$ cat config.mk
export PLATFORM = sky130hd
export DESIGN_NAME = multi_stop_gradient_palette_core_flat
export DESIGN_NICKNAME = d
export VERILOG_FILES = /design/src/rtl/core/msgp_pkg.sv /design/src/rtl/core/msgp_if.sv /design/src/rtl/core/msgp_ctrl.sv /design/src/rtl/core/msgp_dp.sv /design/src/rtl/core/multi_stop_gradient_palette_core.sv /design/src/flat_wrapper.sv
export SDC_FILE = /design/constraint.sdc
export NUM_CORES = 2
export LEC_CHECK = 0
export BUFFER_PORTS_ARGS = -buffer_cell sky130_fd_sc_hd__buf_4
export CORE_ASPECT_RATIO = 0.75
export CORE_MARGIN = 5
export CORE_UTILIZATION = 54
export CTS_CLUSTER_SIZE = 40
export DETAILED_ROUTE_END_ITERATION = 12
export PLACE_DENSITY = 0.7
export SLEW_MARGIN = 20
export SYNTH_ARGS = -nofsm -noshare
export SYNTH_HDL_FRONTEND = slang
export SYNTH_HIERARCHICAL = 1
export SYNTH_SLANG_ARGS = --single-unit
$ cat constraint.sdc
create_clock -name clk -period 11.25 [get_ports clk]
set_input_delay 0.5625 -clock clk [delete_from_list [all_inputs] [get_ports clk]]
set_output_delay 0.5625 -clock clk [all_outputs]
set_load 0.02 [all_outputs]
$ cat src/rtl/core/msgp_pkg.sv
// ----------------------------------------------------------------------------
// msgp_pkg: shared types and constants of the gradient palette core
// Stop table geometry, item kinds, controller states and the command/status
// bundles between the controller and the datapath.
// ----------------------------------------------------------------------------
package msgp_pkg;

  localparam int STOP_COUNT  = 8;
  localparam int SLOT_W      = 3;
  localparam int POS_W       = 9;
  localparam int COL_W       = 8;
  localparam int IDX_W       = 8;
  localparam int NUM_CHAN    = 3;
  localparam int NUM_W       = 2 * COL_W;       // blended numerator
  localparam int PROD_W      = COL_W + POS_W;   // one weighted product
  localparam int QUOT_W      = COL_W;           // quotient never exceeds 255
  localparam int FIXED_STOPS = 2;
  localparam int CNT_W       = (SLOT_W > 3) ? SLOT_W : 3;

  localparam logic [POS_W-1:0] PAL_SIZE   = POS_W'(256);
  localparam logic [POS_W-1:0] UNUSED_POS = POS_W'(257);

  localparam logic [CNT_W-1:0] SCAN_LAST = CNT_W'(STOP_COUNT - 1);
  localparam logic [CNT_W-1:0] DIV_LAST  = CNT_W'(QUOT_W - 1);

  localparam logic KIND_WRITE  = 1'b0;
  localparam logic KIND_LOOKUP = 1'b1;

  typedef enum logic [2:0] {
    ST_IDLE,
    ST_SCAN,
    ST_MUL,
    ST_DIV,
    ST_DONE
  } msgp_state_t;

  typedef struct packed {
    logic             accept;   // take the item at the input
    logic             scan;     // examine one stop slot
    logic             mul;      // form numerators and span
    logic             div;      // one restoring division step
    logic             load;     // move the result into the output register
    logic [CNT_W-1:0] step;     // slot under scan
  } msgp_cmd_t;

  typedef struct packed {
    logic out_free;             // output register can take a result now
  } msgp_sts_t;

endpackage

$ cat src/rtl/core/msgp_if.sv
// ----------------------------------------------------------------------------
// msgp_if: valid/ready channels of the gradient palette core
// Input item channel and result channel, each with source and sink modports.
// ----------------------------------------------------------------------------
interface msgp_in_if import msgp_pkg::*; ();
  logic                 valid;
  logic                 ready;
  logic                 kind;
  logic [SLOT_W-1:0]    slot;
  logic [POS_W-1:0]     position;
  logic [COL_W-1:0]     stop_red;
  logic [COL_W-1:0]     stop_green;
  logic [COL_W-1:0]     stop_blue;
  logic [IDX_W-1:0]     index;

  modport source (output valid, kind, slot, position, stop_red, stop_green,
                  stop_blue, index, input ready);
  modport sink   (input valid, kind, slot, position, stop_red, stop_green,
                  stop_blue, index, output ready);
endinterface

interface msgp_out_if import msgp_pkg::*; ();
  logic             valid;
  logic             ready;
  logic [COL_W-1:0] pal_red;
  logic [COL_W-1:0] pal_green;
  logic [COL_W-1:0] pal_blue;

  modport source (output valid, pal_red, pal_green, pal_blue, input ready);
  modport sink   (input valid, pal_red, pal_green, pal_blue, output ready);
endinterface

$ cat src/rtl/core/msgp_ctrl.sv
// ----------------------------------------------------------------------------
// msgp_ctrl: sequencing controller
// Steps a lookup through scan, multiply and divide phases (a stop write skips
// them) and hands the result to the output register.
// ----------------------------------------------------------------------------
module msgp_ctrl import msgp_pkg::*; (
  input  logic       clk,
  input  logic       rst_n,
  input  logic       in_valid,
  input  logic       in_kind,
  input  msgp_sts_t  sts,
  output logic       in_ready,
  output msgp_cmd_t  cmd
);

  msgp_state_t      state_r, state_nxt;
  logic [CNT_W-1:0] cnt_r, cnt_nxt;

  always_ff @(posedge clk) begin
    if (!rst_n) begin
      state_r <= ST_IDLE;
      cnt_r   <= '0;
    end else begin
      state_r <= state_nxt;
      cnt_r   <= cnt_nxt;
    end
  end

  // next state
  always_comb begin
    state_nxt = state_r;
    cnt_nxt   = cnt_r;
    case (state_r)
      ST_IDLE: begin
        cnt_nxt = '0;
        if (in_valid) begin
          state_nxt = (in_kind == KIND_LOOKUP) ? ST_SCAN : ST_DONE;
        end
      end
      ST_SCAN: begin
        if (cnt_r == SCAN_LAST) begin
          cnt_nxt   = '0;
          state_nxt = ST_MUL;
        end else begin
          cnt_nxt = cnt_r + 1'b1;
        end
      end
      ST_MUL: begin
        state_nxt = ST_DIV;
      end
      ST_DIV: begin
        if (cnt_r == DIV_LAST) begin
          cnt_nxt   = '0;
          state_nxt = ST_DONE;
        end else begin
          cnt_nxt = cnt_r + 1'b1;
        end
      end
      ST_DONE: begin
        if (sts.out_free) begin
          state_nxt = ST_IDLE;
        end
      end
      default: begin
        state_nxt = ST_IDLE;
        cnt_nxt   = '0;
      end
    endcase
  end

  // outputs
  always_comb begin
    in_ready   = 1'b0;
    cmd        = '0;
    cmd.step   = cnt_r;
    case (state_r)
      ST_IDLE: begin
        in_ready   = 1'b1;
        cmd.accept = in_valid;
      end
      ST_SCAN: cmd.scan = 1'b1;
      ST_MUL:  cmd.mul  = 1'b1;
      ST_DIV:  cmd.div  = 1'b1;
      ST_DONE: cmd.load = sts.out_free;
      default: cmd = '0;
    endcase
  end

endmodule

$ cat src/rtl/core/msgp_dp.sv
// ----------------------------------------------------------------------------
// msgp_dp: stop table and interpolation datapath
// Holds the stops, scans them for the enclosing pair, blends and divides
// the three channels in parallel, and keeps the output register.
// ----------------------------------------------------------------------------
module msgp_dp import msgp_pkg::*; (
  input  logic              clk,
  input  logic              rst_n,
  input  msgp_cmd_t         cmd,
  output msgp_sts_t         sts,
  input  logic              in_kind,
  input  logic [SLOT_W-1:0] in_slot,
  input  logic [POS_W-1:0]  in_position,
  input  logic [COL_W-1:0]  in_stop_red,
  input  logic [COL_W-1:0]  in_stop_green,
  input  logic [COL_W-1:0]  in_stop_blue,
  input  logic [IDX_W-1:0]  in_index,
  output logic              out_valid,
  input  logic              out_ready,
  output logic [COL_W-1:0]  out_pal_red,
  output logic [COL_W-1:0]  out_pal_green,
  output logic [COL_W-1:0]  out_pal_blue
);

  typedef logic [NUM_CHAN-1:0][COL_W-1:0] colour_t;

  logic [POS_W-1:0] pos_r [STOP_COUNT];
  colour_t          col_r [STOP_COUNT];

  logic [IDX_W-1:0] idx_r;
  logic             have_s_r, have_e_r;
  logic [POS_W-1:0] s_pos_r, e_pos_r, span_r;
  colour_t          s_col_r, e_col_r;
  logic [POS_W-1:0] rem_r [NUM_CHAN];
  logic [QUOT_W-1:0] lo_r [NUM_CHAN];

  logic             out_valid_r;
  colour_t          out_col_r;

  logic [POS_W-1:0] rd_pos;
  colour_t          rd_col;
  logic             in_range, below, take_s, take_e;
  logic [POS_W-1:0] off, span, wgt_s, wr_pos;
  logic [NUM_W-1:0] num [NUM_CHAN];
  logic [POS_W:0]   trial [NUM_CHAN];
  logic [POS_W:0]   diff  [NUM_CHAN];
  logic             ge    [NUM_CHAN];
  logic             wr_en;

  // scan: one slot per cycle
  always_comb begin
    rd_pos   = pos_r[cmd.step[SLOT_W-1:0]];
    rd_col   = col_r[cmd.step[SLOT_W-1:0]];
    in_range = (rd_pos <= PAL_SIZE);
    below    = (rd_pos <= {1'b0, idx_r});
    take_s   = in_range && below  && (!have_s_r || rd_pos >= s_pos_r);
    take_e   = in_range && !below && (!have_e_r || rd_pos < e_pos_r);
  end

  // blend numerators: start*(span-off) + end*off, never above 255*256
  always_comb begin
    off   = {1'b0, idx_r} - s_pos_r;
    span  = e_pos_r - s_pos_r;
    wgt_s = span - off;
    for (int c = 0; c < NUM_CHAN; c++) begin
      num[c] = NUM_W'(PROD_W'(s_col_r[c]) * PROD_W'(wgt_s)
                    + PROD_W'(e_col_r[c]) * PROD_W'(off));
    end
  end

  // restoring division trial, one quotient bit per step
  always_comb begin
    for (int c = 0; c < NUM_CHAN; c++) begin
      trial[c] = {rem_r[c], lo_r[c][QUOT_W-1]};
      diff[c]  = trial[c] - {1'b0, span_r};
      ge[c]    = (trial[c] >= {1'b0, span_r});
    end
  end

  assign wr_en  = cmd.accept && (in_kind == KIND_WRITE)
                  && (int'(in_slot) < STOP_COUNT);
  assign wr_pos = (in_position > UNUSED_POS) ? UNUSED_POS : in_position;

  // stop table
  always_ff @(posedge clk) begin
    if (!rst_n) begin
      for (int i = 0; i < STOP_COUNT; i++) begin
        pos_r[i] <= (i == 0) ? '0 : ((i == 1) ? PAL_SIZE : UNUSED_POS);
        col_r[i] <= (i == 0) ? '0 : '1;
      end
    end else if (wr_en) begin
      col_r[in_slot] <= {in_stop_red, in_stop_green, in_stop_blue};
      if (int'(in_slot) >= FIXED_STOPS) begin
        pos_r[in_slot] <= wr_pos;
      end
    end
  end

  // search flags
  always_ff @(posedge clk) begin
    if (!rst_n) begin
      have_s_r <= 1'b0;
      have_e_r <= 1'b0;
    end else if (cmd.accept) begin
      have_s_r <= 1'b0;
      have_e_r <= 1'b0;
    end else if (cmd.scan) begin
      if (take_s) have_s_r <= 1'b1;
      if (take_e) have_e_r <= 1'b1;
    end
  end

  // search payload, numerators and division
  always_ff @(posedge clk) begin
    if (cmd.accept) begin
      idx_r <= in_index;
    end
    if (cmd.scan) begin
      if (take_s) begin
        s_pos_r <= rd_pos;
        s_col_r <= rd_col;
      end
      if (take_e) begin
        e_pos_r <= rd_pos;
        e_col_r <= rd_col;
      end
    end
    if (cmd.mul) begin
      span_r <= span;
      for (int c = 0; c < NUM_CHAN; c++) begin
        rem_r[c] <= POS_W'(num[c][NUM_W-1:QUOT_W]);
        lo_r[c]  <= num[c][QUOT_W-1:0];
      end
    end
    if (cmd.div) begin
      for (int c = 0; c < NUM_CHAN; c++) begin
        rem_r[c] <= ge[c] ? diff[c][POS_W-1:0] : trial[c][POS_W-1:0];
        lo_r[c]  <= {lo_r[c][QUOT_W-2:0], ge[c]};
      end
    end
  end

  // output register
  always_ff @(posedge clk) begin
    if (!rst_n) begin
      out_valid_r <= 1'b0;
    end else if (cmd.load) begin
      out_valid_r <= 1'b1;
    end else if (out_ready) begin
      out_valid_r <= 1'b0;
    end
  end

  always_ff @(posedge clk) begin
    if (cmd.load) begin
      for (int c = 0; c < NUM_CHAN; c++) begin
        out_col_r[c] <= (have_s_r && have_e_r) ? lo_r[c] : '0;
      end
    end
  end

  assign sts.out_free  = !out_valid_r || out_ready;
  assign out_valid     = out_valid_r;
  assign out_pal_red   = out_col_r[2];
  assign out_pal_green = out_col_r[1];
  assign out_pal_blue  = out_col_r[0];

endmodule

$ cat src/rtl/core/multi_stop_gradient_palette_core.sv
// ----------------------------------------------------------------------------
// multi_stop_gradient_palette_core: multi-stop linear gradient palette
// Keeps eight colour stops and answers palette lookups by linear
// interpolation between the enclosing stops with an exact integer floor.
// ----------------------------------------------------------------------------
// Lookup: the beat is taken in the idle state, the stop slots are scanned one after
//   the other, the multiply state forms the numerators and span, 8 restoring
//   divide steps run for the three channels side by side, and the done state
//   loads the output register; only then is the next beat taken.
// Stop write: skips scan, multiply and divide; its result beat carries zero colour.
// A finished result waits in the output register while the next beat runs.
// Reset (synchronous, active low) restores the default stops: black at 0,
//   white at 256, all other slots unused, and empties the output register.
// ----------------------------------------------------------------------------
module multi_stop_gradient_palette_core import msgp_pkg::*; (
  input  logic        clk,
  input  logic        rst_n,
  msgp_in_if.sink     in_bus,
  msgp_out_if.source  out_bus
);

  msgp_cmd_t cmd;
  msgp_sts_t sts;

  // Controller: walks the phases, owns the input ready.
  msgp_ctrl u_ctrl (
    .clk      (clk),
    .rst_n    (rst_n),
    .in_valid (in_bus.valid),
    .in_kind  (in_bus.kind),
    .sts      (sts),
    .in_ready (in_bus.ready),
    .cmd      (cmd)
  );

  // Datapath: stop table, pair search, blend, divide, output register.
  msgp_dp u_dp (
    .clk           (clk),
    .rst_n         (rst_n),
    .cmd           (cmd),
    .sts           (sts),
    .in_kind       (in_bus.kind),
    .in_slot       (in_bus.slot),
    .in_position   (in_bus.position),
    .in_stop_red   (in_bus.stop_red),
    .in_stop_green (in_bus.stop_green),
    .in_stop_blue  (in_bus.stop_blue),
    .in_index      (in_bus.index),
    .out_valid     (out_bus.valid),
    .out_ready     (out_bus.ready),
    .out_pal_red   (out_bus.pal_red),
    .out_pal_green (out_bus.pal_green),
    .out_pal_blue  (out_bus.pal_blue)
  );

  // Never overwrite a result beat that has not been taken.
  a_load_into_free: assert property (@(posedge clk) disable iff (!rst_n)
    cmd.load |-> (!out_bus.valid || out_bus.ready))
    else $error("result loaded over a pending beat");

  // A write beat into an empty output side yields its result through the done state and the output register.
  a_write_latency: assert property (@(posedge clk) disable iff (!rst_n)
    (in_bus.valid && in_bus.ready && (in_bus.kind == KIND_WRITE)
     && !out_bus.valid) |-> ##2 out_bus.valid)
    else $error("write beat result missing");

  // A new result beat only appears after the controller loaded one.
  a_valid_from_load: assert property (@(posedge clk) disable iff (!rst_n)
    $rose(out_bus.valid) |-> $past(cmd.load))
    else $error("result beat without load");

  // No new item is taken while the datapath scans, multiplies or divides.
  a_no_accept_busy: assert property (@(posedge clk) disable iff (!rst_n)
    (cmd.scan || cmd.mul || cmd.div) |-> !in_bus.ready)
    else $error("input ready during item processing");

endmodule

$ cat src/flat_wrapper.sv
// flat-port wrapper written by rule: the top's interface ports become plain ports
module multi_stop_gradient_palette_core_flat import msgp_pkg::*;
  (clk, rst_n, in_bus_valid, in_bus_kind, in_bus_slot, in_bus_position, in_bus_stop_red, in_bus_stop_green, in_bus_stop_blue, in_bus_index, in_bus_ready, out_bus_valid, out_bus_pal_red, out_bus_pal_green, out_bus_pal_blue, out_bus_ready);
  msgp_in_if in_bus_i ();
  msgp_out_if out_bus_i ();
  input  logic clk;
  input  logic rst_n;
  input wire logic [$bits(in_bus_i.valid)-1:0] in_bus_valid;
  input wire logic [$bits(in_bus_i.kind)-1:0] in_bus_kind;
  input wire logic [$bits(in_bus_i.slot)-1:0] in_bus_slot;
  input wire logic [$bits(in_bus_i.position)-1:0] in_bus_position;
  input wire logic [$bits(in_bus_i.stop_red)-1:0] in_bus_stop_red;
  input wire logic [$bits(in_bus_i.stop_green)-1:0] in_bus_stop_green;
  input wire logic [$bits(in_bus_i.stop_blue)-1:0] in_bus_stop_blue;
  input wire logic [$bits(in_bus_i.index)-1:0] in_bus_index;
  output wire logic [$bits(in_bus_i.ready)-1:0] in_bus_ready;
  output wire logic [$bits(out_bus_i.valid)-1:0] out_bus_valid;
  output wire logic [$bits(out_bus_i.pal_red)-1:0] out_bus_pal_red;
  output wire logic [$bits(out_bus_i.pal_green)-1:0] out_bus_pal_green;
  output wire logic [$bits(out_bus_i.pal_blue)-1:0] out_bus_pal_blue;
  input wire logic [$bits(out_bus_i.ready)-1:0] out_bus_ready;
  assign in_bus_i.valid = in_bus_valid;
  assign in_bus_i.kind = in_bus_kind;
  assign in_bus_i.slot = in_bus_slot;
  assign in_bus_i.position = in_bus_position;
  assign in_bus_i.stop_red = in_bus_stop_red;
  assign in_bus_i.stop_green = in_bus_stop_green;
  assign in_bus_i.stop_blue = in_bus_stop_blue;
  assign in_bus_i.index = in_bus_index;
  assign in_bus_ready = in_bus_i.ready;
  assign out_bus_valid = out_bus_i.valid;
  assign out_bus_pal_red = out_bus_i.pal_red;
  assign out_bus_pal_green = out_bus_i.pal_green;
  assign out_bus_pal_blue = out_bus_i.pal_blue;
  assign out_bus_i.ready = out_bus_ready;
  multi_stop_gradient_palette_core u_core (.clk(clk), .rst_n(rst_n), .in_bus(in_bus_i), .out_bus(out_bus_i));
endmodule
==> results.md <==
- Outcome: complete, no violations
- Layout cells sized above 1: 0.107
- CP arrival: around 9.8 ns
- Compound-cell area share of the yosys netlist: 0.0573
- Final setup fails: 0
- GRT Resource Usage Total: 0.266
- Max Clock Freq: 105 MHz
- Hold Path End: u_core/u_dp/idx_r[7]
- Prevailing post-synth register cell: edfxtp_1
- DRC: 0
- Post-route cell area: 38,700 um^2
- Post-Synth Simple-Gate Area: 0.151
- CTS tree: built
- Hold Path Depth: 1
- Root buf cell: clkbuf_16
- Initial antenna violation count: 6
- Sequential share of the synthesized area: 0.358
- Post-synth cell types: ~70
- Nature of the critical path endpoint: flip-flop
- Grt total ovfl: 0
- Initial Util: 0.548
- CP max FO: 26
- Vias/cell: 5.92
- Rows: 81
- Routed WL: 93,300 um
- Synth async-reset ratio: 0
- Number of global-route vias before repair: 25,800
- Seq cells post-synth: about 430
- H-Tree Depth: 2
- Synth Area in XOR/XNOR: 0.0225
- Cell count after synthesis: about 3,200
- Synthesis Warnings: 6
- Port-buffer cells: 74
- Worst EP required: 11.55 ns
- # nets final: about 3,800
- Commonest non-fill, non-tap cell in the layout: inv_1
- CTS buffer count: 45
- Antenna Nets Post-Route: 0
- I/O pin total: 75
- DIE AREA: 71,700 um^2
- Post-synth top area share: 0.353
- Slew Limit Headroom: 0.248
- Cts hold-fix bufs: 0
- Worst hold path type: primary input to flip-flop
- R2R Path Start: u_core/u_dp/idx_r[0]
- Crit path largest cell delay: 0.63 ns
- Clk buf depth: 3
- Stages on worst setup path: 35
- MaxCap Viol Count: 0
- RSZ-0062 raised after global routing: no
- TNS Setup: 0 ns
- Post-synth EDFFs: 422
- Most frequent cells in the layout: inv_1, edfxtp_1, fa_1
- Startpoint class of the critical path: flip-flop
- Sink Count: about 430
- Placed cell area: around 37,000 um^2
- Final Hold Violating Endpoints: 0
- Mean Syn Cell Area: 11.2 um^2
- RR Endpoint: u_core/u_dp/rem_r[0][7]
- Die Y: approximately 230 um
- Initial DRC Count: 2,265
- Area Overhead vs Synth: 7.92%
- Gpl congestion: 0.918
- Clock skew: 0.0237 ns
- Clk Latency, worst-skew pair: 0.59 ns
- Post-CTS Setup Bufs: 0
- Largest area contributor in the netlist: edfxtp_1
- Via count: 24,400
- Synthesized area: approximately 36,000 um^2
- Worst path bufs/invs: 8
- Largest cells by area after synthesis: edfxtp_1, fa_1, ha_1, inv_1, mux4_2
- Multiplexer share of the synthesized area: 0.0690
- Post-CTS sizing: 0
- Fin crit period: 9.52 ns
- Worst-path clk slew: 0.06 ns
- Routed WL per cell: 22.7 um
- Largest net degree at the start of global routing: 69
- Worst Hold Launch: in_bus_index[7]
- Crit path kind: flip-flop to flip-flop
- Crit share post-route: 0.846
- Crit-path leading delay family: adder cells
- Core region area: 65,500 um^2
- Reg2reg path depth: 35
- Worst slew pin tran: between 1 and 1.5 ns
- DIE WIDTH: 308 um
- Largest family of logic cells by synthesized area: adder cells
- Pre-Repair DR Iteration Count: 5
- Post-DP HPWL: 67,000 um
- Final Max Slew Viols: 0
- Most frequent CP cell: fa_1
- Adder-cell share of the synthesized area: 0.273
- Internal reg-to-reg setup slack: 1.73 ns
- First-pass GRT wire length: 148,000 um
- Critical path's slowest cell: ha_1
==> worst max path at each step <==
| stage | startpoint | endpoint | slack, ns |
|---|---|---|---|
| 3_3_place_gp | u_core/u_dp/idx_r[0] | u_core/u_dp/rem_r[0][7] | 2.17 |
| 2_1_floorplan | u_core/u_dp/s_pos_r[1] | u_core/u_dp/rem_r[0][7] | 2.63 |
| 3_5_place_dp | u_core/u_dp/idx_r[0] | u_core/u_dp/rem_r[0][7] | 1.90 |
| 5_1_grt | u_core/u_dp/idx_r[0] | u_core/u_dp/rem_r[0][7] | 1.24 |
| 6_report | u_core/u_dp/idx_r[0] | u_core/u_dp/rem_r[0][7] | 1.73 |
| 4_1_cts | u_core/u_dp/idx_r[0] | u_core/u_dp/rem_r[0][7] | 1.87 |
==> metrics by stage <==
stage / utilization / hold slack [ns] / instances / worst slack [ns]
final: 0.591 / 0.157 / 4118 / 1.73
after global routing: 0.591 / 0.139 / 4115 / 1.24
after detailed placement: 0.570 / 0.546 / 4034 / 1.90
after CTS: 0.591 / 0.134 / 4115 / 1.87
after global placement: 0.570 / 0.548 / 4034 / 2.17
after floorplan: - / 0.518 / 3225 / 2.63
==> cell usage after synthesis, types with 19 or more instances <==
master / count
a21o_1: 45
a21oi_1: 65
a31oi_1: 24
and2_1: 211
and3_1: 56
clkbuf_1: 157
edfxtp_1: 422
fa_1: 327
ha_1: 260
inv_1: 463
mux2_2: 40
mux2i_1: 40
mux4_2: 65
nand2_1: 239
nand2b_1: 43
nand4_1: 25
nor2_1: 93
nor2b_1: 59
nor3_1: 22
nor3b_1: 26
o21a_1: 26
o21ai_0: 36
o21ai_1: 23
o311ai_1: 19
or2_2: 21
or3_1: 149
xnor2_1: 60
xor2_1: 32
==> registers in the layout, indices dropped and copies added, names as in the netlist <==
name and flops:
u_core/u_dp/span_r 9, u_core/u_dp/e_pos_r 9, u_core/u_dp/pos_r 72, u_core/u_dp/s_col_r 24, u_core/u_dp/idx_r 8, u_core/u_dp/have_e_r 1
u_core/u_ctrl/state_r 3, u_core/u_ctrl/cnt_r 3, u_core/u_dp/rem_r 27, u_core/u_dp/e_col_r 24, u_core/u_dp/have_s_r 1, u_core/u_dp/s_pos_r 9
u_core/u_dp/out_pal_blue 8, u_core/u_dp/col_r 192, u_core/u_dp/lo_r 24, u_core/u_dp/out_valid 1, u_core/u_dp/out_pal_green 8, u_core/u_dp/out_pal_red 8
==> kinds of logic after synthesis <==
logic type	Yosys count
fa+ha+maj	587
other cells	2
flops	431
buf+inv	647
xor+xnor	92
compound gates	304
simple gates	989
mux	157
==> metal layers <==
layer / wire length (um) / track usage / vias to the layer above
met5: 37 / 0 / -
li1: - / - / 10800
met1: 39700 / 0.379 / 12300
met2: 40800 / 0.406 / 1098
met4: 3150 / 0.0803 / 4
met3: 9610 / 0.0686 / 180
==> area by class of cell <==
cell class	instances	area, um^2
clock buffer	55	1180
clock inverter	26	184
antenna	3	7.51
multi-input combinational	2147	20800
fill	5424	26800
tap	871	1090
inverter	470	1760
timing repair buffer	115	867
sequential	431	12900
Power is not shown: default switching activity piles up to over one toggle a cycle in this logic, so the estimate is an artifact.
